===== src/rtl/pttt_pkg.sv =====
// shared types, codes and sizes for the periodic task timer table
package pttt_pkg;

  localparam int SLOTS_DEF = 8;
  localparam int MAX_FIRES = 8;
  localparam int QDEPTH    = 2;
  localparam int FCW       = $clog2(MAX_FIRES + 1);

  localparam logic [2:0] KIND_TICK   = 3'd0;
  localparam logic [2:0] KIND_SETUP  = 3'd1;
  localparam logic [2:0] KIND_START  = 3'd2;
  localparam logic [2:0] KIND_STOP   = 3'd3;
  localparam logic [2:0] KIND_DELETE = 3'd4;

  localparam logic [1:0] EV_FIRE = 2'd0;
  localparam logic [1:0] EV_DONE = 2'd1;
  localparam logic [1:0] EV_MISS = 2'd2;
  localparam logic [1:0] EV_BAD  = 2'd3;

  typedef enum logic [2:0] {
    OP_TICK,
    OP_SETUP,
    OP_START,
    OP_STOP,
    OP_DELETE,
    OP_BAD
  } op_t;

  typedef struct packed {
    logic [2:0]  kind;
    logic [7:0]  handle;
    logic [15:0] period;
    logic [7:0]  repeat_count;
  } in_item_t;

  typedef struct packed {
    logic [1:0] event_res;
    logic [7:0] fired_handle;
    logic [2:0] slot_index;
    logic       last;
  } out_item_t;

  typedef struct packed {
    op_t         op;
    logic [7:0]  handle;
    logic [15:0] period;
    logic [7:0]  repeat_count;
  } cmd_t;

  typedef struct packed {
    logic [7:0]  handle;
    logic [16:0] counter;
    logic [15:0] period;
    logic [7:0]  remaining;
  } slot_t;

  localparam slot_t SLOT_RESET = '{handle: 8'd0, counter: 17'd1, period: 16'd0,
                                   remaining: 8'd0};

endpackage


===== src/rtl/pttt_ram.sv =====
// generic single write port ram with registered read
module pttt_ram #(
  parameter int WIDTH = 8,
  parameter int DEPTH = 8
) (
  input  logic                                   clk,
  input  logic                                   we,
  input  logic [((DEPTH > 1) ? $clog2(DEPTH) : 1)-1:0] waddr,
  input  logic [WIDTH-1:0]                       wdata,
  input  logic [((DEPTH > 1) ? $clog2(DEPTH) : 1)-1:0] raddr,
  output logic [WIDTH-1:0]                       rdata
);

  logic [WIDTH-1:0] mem_r [DEPTH];

  always_ff @(posedge clk) begin
    if (we) begin
      mem_r[waddr] <= wdata;
    end
    rdata <= mem_r[raddr];
  end

endmodule


===== src/rtl/pttt_front.sv =====
// front end: accepts items, decodes the kind and screens bad handles
module pttt_front (
  input  logic               in_valid,
  input  pttt_pkg::in_item_t in_item,
  output logic               in_stall,
  input  logic               q_full,
  output logic               push,
  output pttt_pkg::cmd_t     push_cmd
);
  import pttt_pkg::*;

  logic drop;
  op_t  op;

  always_comb begin
    drop = 1'b0;
    op   = OP_TICK;
    unique case (in_item.kind)
      KIND_TICK:   op = OP_TICK;
      KIND_SETUP:  op = OP_SETUP;
      KIND_START:  op = OP_START;
      KIND_STOP:   op = OP_STOP;
      KIND_DELETE: op = OP_DELETE;
      default:     drop = 1'b1;
    endcase
    // handle zero is reserved for every slot operation
    if (!drop && op != OP_TICK && in_item.handle == 8'd0) begin
      op = OP_BAD;
    end
  end

  assign in_stall              = q_full;
  assign push                  = in_valid && !q_full && !drop;
  assign push_cmd.op           = op;
  assign push_cmd.handle       = in_item.handle;
  assign push_cmd.period       = in_item.period;
  assign push_cmd.repeat_count = in_item.repeat_count;

endmodule


===== src/rtl/pttt_queue.sv =====
// short command queue between the front end and the slot walker
module pttt_queue (
  input  logic           clk,
  input  logic           rst_n,
  input  logic           push,
  input  pttt_pkg::cmd_t push_cmd,
  output logic           full,
  output logic           q_valid,
  output pttt_pkg::cmd_t q_cmd,
  input  logic           pop
);
  import pttt_pkg::*;

  localparam int AW = (QDEPTH > 1) ? $clog2(QDEPTH) : 1;

  cmd_t          mem_r [QDEPTH];
  logic [AW-1:0] wp_r, wp_nxt;
  logic [AW-1:0] rp_r, rp_nxt;
  logic [AW:0]   cnt_r, cnt_nxt;

  assign full    = cnt_r == (AW + 1)'(QDEPTH);
  assign q_valid = cnt_r != '0;
  assign q_cmd   = mem_r[rp_r];

  always_comb begin
    wp_nxt  = wp_r;
    rp_nxt  = rp_r;
    cnt_nxt = cnt_r;
    if (push) begin
      wp_nxt = wp_r + AW'(1);
    end
    if (pop) begin
      rp_nxt = rp_r + AW'(1);
    end
    if (push && !pop) begin
      cnt_nxt = cnt_r + (AW + 1)'(1);
    end else if (pop && !push) begin
      cnt_nxt = cnt_r - (AW + 1)'(1);
    end
  end

  always_ff @(posedge clk) begin
    if (!rst_n) begin
      wp_r  <= '0;
      rp_r  <= '0;
      cnt_r <= '0;
    end else begin
      wp_r  <= wp_nxt;
      rp_r  <= rp_nxt;
      cnt_r <= cnt_nxt;
    end
  end

  always_ff @(posedge clk) begin
    if (push) begin
      mem_r[wp_r] <= push_cmd;
    end
  end

endmodule


===== src/rtl/pttt_back.sv =====
// back end: walks the slot table one slot per cycle while the output is free and issues results
module pttt_back #(
  parameter int SLOTS = pttt_pkg::SLOTS_DEF
) (
  input  logic                clk,
  input  logic                rst_n,
  input  logic                q_valid,
  input  pttt_pkg::cmd_t      q_cmd,
  output logic                q_pop,
  output logic                out_valid,
  input  logic                out_stall,
  output pttt_pkg::out_item_t out_item
);
  import pttt_pkg::*;

  localparam int SW = (SLOTS > 1) ? $clog2(SLOTS) : 1;
  localparam logic [SW-1:0] LAST_IDX = SW'(SLOTS - 1);

  typedef enum logic [3:0] {
    S_IDLE  = 4'b0001,
    S_WALK  = 4'b0010,
    S_FLUSH = 4'b0100,
    S_REPLY = 4'b1000
  } state_t;

  state_t    state_r, state_nxt;
  cmd_t      cmd_r, cmd_nxt;
  logic [SW-1:0] idx_r, idx_nxt, idx_inc;
  logic [FCW-1:0] fire_cnt_r, fire_cnt_nxt;
  logic      pend_v_r, pend_v_nxt;
  out_item_t pend_r, pend_nxt;
  logic      out_valid_r, out_valid_nxt;
  out_item_t out_r, out_nxt;
  logic [SLOTS-1:0] used_r, used_nxt;
  logic [SLOTS-1:0] init_r, init_nxt;

  logic [SW-1:0]           rd_addr;
  logic [$bits(slot_t)-1:0] rd_data;
  logic                    we;
  slot_t                   wr_slot;

  logic      out_free, is_last, push;
  out_item_t push_item;
  slot_t     d, tick_wr, op_wr;
  logic [16:0] cnt_inc;
  logic [7:0]  rem_dec;
  logic      active, fire, used, match, take, op_used;

  pttt_ram #(
    .WIDTH ($bits(slot_t)),
    .DEPTH (SLOTS)
  ) u_slot_ram (
    .clk   (clk),
    .we    (we),
    .waddr (idx_r),
    .wdata (wr_slot),
    .raddr (rd_addr),
    .rdata (rd_data)
  );

  // slot arithmetic on the entry whose read data is present
  always_comb begin
    d       = init_r[idx_r] ? slot_t'(rd_data) : SLOT_RESET;
    is_last = idx_r == LAST_IDX;
    idx_inc = is_last ? '0 : idx_r + SW'(1);

    active  = d.period != 16'd0;
    cnt_inc = (d.counter <= {1'b0, d.period}) ? d.counter + 17'd1 : d.counter;
    rem_dec = d.remaining - 8'd1;
    fire    = active && (fire_cnt_r < FCW'(MAX_FIRES)) && (cnt_inc > {1'b0, d.period});
    tick_wr = d;
    if (fire) begin
      tick_wr.counter = 17'd1;
      if (d.remaining != 8'd0) begin
        tick_wr.remaining = rem_dec;
        if (rem_dec == 8'd0) begin
          tick_wr.period = 16'd0;
        end
      end
    end else begin
      tick_wr.counter = cnt_inc;
    end

    used  = used_r[idx_r];
    match = used && d.handle == cmd_r.handle;
    op_wr   = d;
    op_used = used;
    take    = 1'b0;
    unique case (cmd_r.op) inside
      OP_SETUP, OP_START: begin
        take = (cmd_r.op == OP_START) ? (match || !used) : !used;
        op_wr.handle    = cmd_r.handle;
        op_wr.period    = cmd_r.period;
        op_wr.remaining = cmd_r.repeat_count;
        op_used         = 1'b1;
      end
      OP_STOP, OP_DELETE: begin
        take = match;
        op_wr.counter   = 17'd1;
        op_wr.period    = 16'd0;
        op_wr.remaining = 8'd0;
        if (cmd_r.op == OP_DELETE) begin
          op_wr.handle = 8'd0;
          op_used      = 1'b0;
        end
      end
      default: take = 1'b0;
    endcase
  end

  always_comb begin
    state_nxt    = state_r;
    cmd_nxt      = cmd_r;
    idx_nxt      = idx_r;
    fire_cnt_nxt = fire_cnt_r;
    pend_v_nxt   = pend_v_r;
    pend_nxt     = pend_r;
    used_nxt     = used_r;
    init_nxt     = init_r;
    out_free     = !out_valid_r || !out_stall;
    q_pop        = 1'b0;
    rd_addr      = idx_r;
    we           = 1'b0;
    wr_slot      = tick_wr;
    push         = 1'b0;
    push_item    = pend_r;

    unique case (state_r)
      S_IDLE: begin
        rd_addr = '0;
        if (q_valid) begin
          q_pop        = 1'b1;
          cmd_nxt      = q_cmd;
          idx_nxt      = '0;
          fire_cnt_nxt = '0;
          pend_v_nxt   = 1'b0;
          state_nxt    = (q_cmd.op == OP_BAD) ? S_REPLY : S_WALK;
        end
      end
      S_WALK: begin
        // hold on the same slot while the output register is blocked
        if (out_free) begin
          rd_addr = idx_inc;
          idx_nxt = idx_inc;
          if (cmd_r.op == OP_TICK) begin
            we      = active;
            wr_slot = tick_wr;
            if (fire) begin
              fire_cnt_nxt = fire_cnt_r + FCW'(1);
              pend_nxt     = '{event_res: EV_FIRE, fired_handle: d.handle,
                               slot_index: 3'(idx_r), last: 1'b0};
              pend_v_nxt   = 1'b1;
              push         = pend_v_r;
              push_item    = pend_r;
            end
            if (is_last) begin
              state_nxt = (pend_v_r || fire) ? S_FLUSH : S_IDLE;
            end
          end else if (take) begin
            we             = 1'b1;
            wr_slot        = op_wr;
            used_nxt[idx_r] = op_used;
            push           = 1'b1;
            push_item      = '{event_res: EV_DONE, fired_handle: cmd_r.handle,
                               slot_index: 3'(idx_r), last: 1'b1};
            state_nxt      = S_IDLE;
          end else if (is_last) begin
            push      = 1'b1;
            push_item = '{event_res: EV_MISS, fired_handle: 8'd0, slot_index: 3'd0,
                          last: 1'b1};
            state_nxt = S_IDLE;
          end
        end
      end
      S_FLUSH: begin
        if (out_free) begin
          push           = 1'b1;
          push_item      = pend_r;
          push_item.last = 1'b1;
          pend_v_nxt     = 1'b0;
          state_nxt      = S_IDLE;
        end
      end
      S_REPLY: begin
        if (out_free) begin
          push      = 1'b1;
          push_item = '{event_res: EV_BAD, fired_handle: 8'd0, slot_index: 3'd0,
                        last: 1'b1};
          state_nxt = S_IDLE;
        end
      end
      default: state_nxt = S_IDLE;
    endcase

    if (we) begin
      init_nxt[idx_r] = 1'b1;
    end

    out_valid_nxt = out_valid_r;
    out_nxt       = out_r;
    if (push) begin
      out_valid_nxt = 1'b1;
      out_nxt       = push_item;
    end else if (!out_stall) begin
      out_valid_nxt = 1'b0;
    end
  end

  always_ff @(posedge clk) begin
    if (!rst_n) begin
      state_r     <= S_IDLE;
      idx_r       <= '0;
      fire_cnt_r  <= '0;
      pend_v_r    <= 1'b0;
      out_valid_r <= 1'b0;
      used_r      <= '0;
      init_r      <= '0;
    end else begin
      state_r     <= state_nxt;
      idx_r       <= idx_nxt;
      fire_cnt_r  <= fire_cnt_nxt;
      pend_v_r    <= pend_v_nxt;
      out_valid_r <= out_valid_nxt;
      used_r      <= used_nxt;
      init_r      <= init_nxt;
    end
  end

  always_ff @(posedge clk) begin
    cmd_r  <= cmd_nxt;
    pend_r <= pend_nxt;
    out_r  <= out_nxt;
  end

  assign out_valid = out_valid_r;
  assign out_item  = out_r;

  a_write_in_walk: assert property (@(posedge clk) disable iff (!rst_n)
    we |-> (state_r == S_WALK && out_free))
    else $error("slot write outside the walk");

  a_fire_limit: assert property (@(posedge clk) disable iff (!rst_n)
    fire_cnt_r <= FCW'(MAX_FIRES))
    else $error("too many fires in one tick");

  a_pend_tick: assert property (@(posedge clk) disable iff (!rst_n)
    (pend_v_r && state_r != S_IDLE) |-> cmd_r.op == OP_TICK)
    else $error("pending fire outside a tick");

  a_flush_pend: assert property (@(posedge clk) disable iff (!rst_n)
    state_r == S_FLUSH |-> pend_v_r)
    else $error("flush without a pending fire");

  a_status_last: assert property (@(posedge clk) disable iff (!rst_n)
    (push && push_item.event_res != EV_FIRE) |-> push_item.last)
    else $error("status item without last");

endmodule


===== src/rtl/periodic_task_timer_table.sv =====
// periodic task timer table: front end, command queue and slot walker
// a command leaves the queue for the walker, which takes one slot per cycle through the
// single read port of the slot ram while the output register is free; a tick walks every
// slot and then flushes when any slot fired, an operation stops at its slot, a bad handle
// goes to the reply state, and a blocked output register holds the walk on its current slot
// reset is synchronous; slot ram is not swept, an entry never written reads as a free
// stopped slot with counter 1
module periodic_task_timer_table #(
  parameter int SLOTS = pttt_pkg::SLOTS_DEF
) (
  input  logic                clk,
  input  logic                rst_n,
  input  logic                in_valid,
  output logic                in_stall,
  input  pttt_pkg::in_item_t  in_item,
  output logic                out_valid,
  input  logic                out_stall,
  output pttt_pkg::out_item_t out_item
);
  import pttt_pkg::*;

  logic q_full, push, q_valid, q_pop;
  cmd_t push_cmd, q_cmd;

  pttt_front u_front (
    .in_valid (in_valid),
    .in_item  (in_item),
    .in_stall (in_stall),
    .q_full   (q_full),
    .push     (push),
    .push_cmd (push_cmd)
  );

  pttt_queue u_queue (
    .clk      (clk),
    .rst_n    (rst_n),
    .push     (push),
    .push_cmd (push_cmd),
    .full     (q_full),
    .q_valid  (q_valid),
    .q_cmd    (q_cmd),
    .pop      (q_pop)
  );

  pttt_back #(
    .SLOTS (SLOTS)
  ) u_back (
    .clk       (clk),
    .rst_n     (rst_n),
    .q_valid   (q_valid),
    .q_cmd     (q_cmd),
    .q_pop     (q_pop),
    .out_valid (out_valid),
    .out_stall (out_stall),
    .out_item  (out_item)
  );

endmodule

===== config.mk =====
export PLATFORM = sky130hd
export DESIGN_NAME = periodic_task_timer_table
export DESIGN_NICKNAME = d
export VERILOG_FILES = /design/src/rtl/pttt_pkg.sv /design/src/rtl/pttt_ram.sv /design/src/rtl/pttt_front.sv /design/src/rtl/pttt_queue.sv /design/src/rtl/pttt_back.sv /design/src/rtl/periodic_task_timer_table.sv
export SDC_FILE = /design/constraint.sdc
export NUM_CORES = 1
export LEC_CHECK = 0
export ABC_CLOCK_PERIOD_IN_PS = 10300
export BUFFER_PORTS_ARGS = -buffer_cell sky130_fd_sc_hd__buf_2
export CORE_MARGIN = 2
export CORE_UTILIZATION = 67
export DETAILED_ROUTE_END_ITERATION = 10
export HOLD_SLACK_MARGIN = 0.12
export PLACE_DENSITY = 0.84
export SLEW_MARGIN = 10
export SYNTH_ARGS = -nofsm -noshare
export SYNTH_HDL_FRONTEND = slang
export SYNTH_SLANG_ARGS = --single-unit

===== constraint.sdc =====
create_clock -name clk -period 10.3 [get_ports clk]
set_input_delay 1.03 -clock clk [delete_from_list [all_inputs] [get_ports clk]]
set_output_delay 1.03 -clock clk [all_outputs]
set_load 0.05 [all_outputs]

==> results.txt <==
CP arrival = 8800 ps
Hold Path Class = reg2reg
metal2 WL = 28.2 mm
Worst Skew = 25.6 ps
clock share of power = 37.0%
sequential area share after synthesis = 68.2%
Seq. cell area = 17300 um2
RSZ-0062 raised after global routing = no
io pins = 55
Mapped Cells = 2118
wire length per cell = 21.6 um
Tot Pwr = 5.71 mW
gr ovfl total = 0
initial core utilization = 67.8%
Max Fclk = 0.117 GHz
crit start category = register
Cells after DPL = 2584
DR iter-0 viols = 2138
GPL Wtd Cong = 0.908
Tmin final = 8550 ps
YS warnings = 0
leak pwr = 10.2 nW
Final #Nets = 2209
slowest CP cell = dfxtp_1
worst-margin pin slew = 1140 ps
Post-synth top flop = edfxtp_1
initial antenna violation count = 0
Req. time, crit path = 10550 ps
CTS max path bufs = 3
status = complete, no violations
reg-to-reg endpoint = u_back.u_slot_ram.mem_r[4][29]$_DFFE_PP_
CTS resizes = 0
Mean Syn Cell Area = 12.0 um2
CTS root buffer = clkbuf_16
max-slew violations = 0
Psw = 1.46 mW
clock transition at the registers of the reported paths = 70 ps
Setup crit end kind = register
Mapped Area = 25400 um2
Max transition margin = 23.2%
setup bufs post-CTS = 0
CTS Buf Count = 56
worst r2r path cells = 22
Final Util = 74.8%
Area Overhead vs Synth = 10.3%
Vert. Die Dim = 199 um
Max Used Layer = met4
fraction of registers with async set/reset = 0%
DR vias/cell = 6.39
H-tree Lvls = 2
final setup vio count = 0
met3 WL = 5.52 mm
multi-input logic area = 7600 um2
crit path kind = reg2reg
Routed WL = 58.2 mm
Post-DP Area = 26100 um2
Vias = 17200
syn nets = 2196
Worst Path Max Fanout = 43
power share of the sequential group = 52.0%
setup_tns = 0 ps
# rows = 71
worst r2r src = u_back.idx_r[0]$_SDFFE_PN0P_
Post-synth EDFFs = 522
worst setup path end = u_back.u_slot_ram.mem_r[4][29]$_DFFE_PP_
WL met1 = 22.7 mm
die footprint = 39500 um2
number of global-route vias before repair = 16900
clk_lat worst skew = 620 ps
Post-CTS Hold Buffers = 0
Routed Antenna Nets = 0
DR pass1 iterations = 6
switch share = 25.5%
HPWL Detailed = 31.7 mm
PwrDens = 204 nW/um2
Internal = 4.26 mW
layout cell share with drive strength beyond 1 = 10.8%
cell depth of the worst setup path = 22
clock sinks = 605
number of library cell types mapped by synthesis = 72
ant diodes = 0
CP Launch Point = u_back.idx_r[0]$_SDFFE_PN0P_
Crit path buffers/inverters = 2
crit path cell chain = mux2_1 > mux4_2 > nand2_1 > inv_1 > ha_1 > a211oi_1 > o21ai_0 > o311ai_1 > nor3_1 > o31ai_4 > nand4_1 > nor2_1 > mux2i_1 > ha_1 > o21a_1 > o221ai_1 > a211oi_1 > o21a_1 > a21o_1 > buf_4 > nand2b_1 > o311ai_0
Reg2Reg Setup Slack = 1750 ps
worst vdd ir = 0.235 mV
leading cell types in the layout, fill and taps excluded = nand2_1, edfxtp_1, nand3_1, dfxtp_1, o21ai_0
core box area = 37500 um2
Max-Cap Viols = 0
final std cells w/o fill = 2690
# fillers = 2287
CTS tree = done
largest net degree at the start of global routing = 105
number of buffers added on ports = 54
most common cell after layout, fill and taps aside = nand2_1
drc violations = 0
#FFs+latches synth = 605
Total Routing Usage GR = 29.9%
post-route cell area = 28000 um2
period utilisation layout = 83.0%
slowest cell delay on critical path = 1010 ps
final hold violations = 0
Combinational Power Share = 11.1%
chip width = 199 um
delay-heaviest family, CP = compound AO/OA/AOI/OAI gates
first-pass GRT wire length = 89.8 mm
==> sequential cells by signal, indices dropped and copies added, names as in the netlist, 4 cells and up, named ones only <==
name	flops
u_back.fire_cnt_r	4
u_queue.mem_r	70
u_back.out_item	14
u_back.u_slot_ram.rdata	49
u_back.init_r	8
u_back.used_r	8
u_back.state_r	4
u_back.cmd_r	35
u_back.pend_r	11
u_back.u_slot_ram.mem_r	392
==> area by class of cell <==
cell class | count | share of cell area, %
flip-flops and latches | 605 | 61.8
multi-input cells | 1364 | 27.1
clock buffers | 66 | 5.17
well taps | 511 | 2.28
repair buffers | 79 | 1.63
clock inverters | 40 | 1.62
inverters | 25 | 0.335
==> worst reg2reg max path, cell delays in order, from the launching register on <==
cell and delay (ps):
dfxtp_1 1010, mux2_1 410, mux4_2 850, nand2_1 270
inv_1 90, ha_1 320, a211oi_1 320, o21ai_0 220
o311ai_1 310, nor3_1 140, o31ai_4 590, nand4_1 500
nor2_1 290, mux2i_1 230, ha_1 280, o21a_1 190
o221ai_1 180, a211oi_1 100, o21a_1 230, a21o_1 160
buf_4 230, nand2b_1 250, o311ai_0 1010
==> cell usage after synthesis, types with 22 or more instances <==
cell type    n  area, um2
nor2_1      62        233
clkbuf_1    94        353
mux2_2      38        428
ha_1        39        488
nand3_1    282       1410
nand2_1    539       2020
a21oi_1     22        110
dfxtp_1     83       1660
edfxtp_1   522      15700
a22o_1      35        307
o21ai_0     78        390
inv_1       25       93.8
==> per-stage QoR <==
stage | hold WS [ps] | setup slack (ps)
2_1_floorplan | 432 | 3370
3_3_place_gp | 445 | 2200
4_1_cts | 467 | 1850
6_report | 471 | 1750
3_5_place_dp | 458 | 1940
5_1_grt | 483 | 1140
==> layer usage <==
layer  global-route usage [%]  vias up
met4                     12.4        0
met2                     49.2      984
met3                     4.80      151
li1                         -     7738
met5                        0        -
met1                     40.2     8309
==> power by group through the flow <==
| stage | clock network [mW] | registers (mW) | logic (mW) |
|---|---|---|---|
| 2_1_floorplan | 0 | 2.93 | 0.468 |
| 3_3_place_gp | 0 | 3.00 | 0.590 |
| 3_5_place_dp | 0 | 3.00 | 0.613 |
| 4_1_cts | 2.12 | 2.96 | 0.625 |
| 5_1_grt | 2.22 | 2.97 | 0.691 |
| 6_report | 2.11 | 2.97 | 0.632 |
==> worst min-delay path by stage <==
stage                                              from                             to  slack, ps  cells after the start
after floorplan            u_back.idx_r[1]$_SDFFE_PN0P_     u_back.pend_r[2]$_DFFE_PP_        430                      0
after global placement    u_back.used_r[2]$_SDFFE_PN0P_  u_back.used_r[2]$_SDFFE_PN0P_        450                      2
after detailed placement  u_back.used_r[6]$_SDFFE_PN0P_  u_back.used_r[6]$_SDFFE_PN0P_        460                      2
after CTS                 u_back.used_r[6]$_SDFFE_PN0P_  u_back.used_r[6]$_SDFFE_PN0P_        470                      2
after global routing      u_back.used_r[6]$_SDFFE_PN0P_  u_back.used_r[6]$_SDFFE_PN0P_        480                      2
final                     u_back.used_r[4]$_SDFFE_PN0P_  u_back.used_r[4]$_SDFFE_PN0P_        470                      2
==> cells by family (layout without fill, tap and decap cells) <==
logic type	Yosys count	count (layout)	synth area share (%)
and+or+nand+nor	998	998	17.3
DFF	605	605	68.2
AOI/OAI and AO/OA	241	241	6.61
buffers and inverters	149	210	2.34
muxes	58	58	2.68
adders and majority gates	39	39	1.92
xor gates and xnor gates	28	28	0.965
No activity file was read; power rests on OpenSTA's default activity.
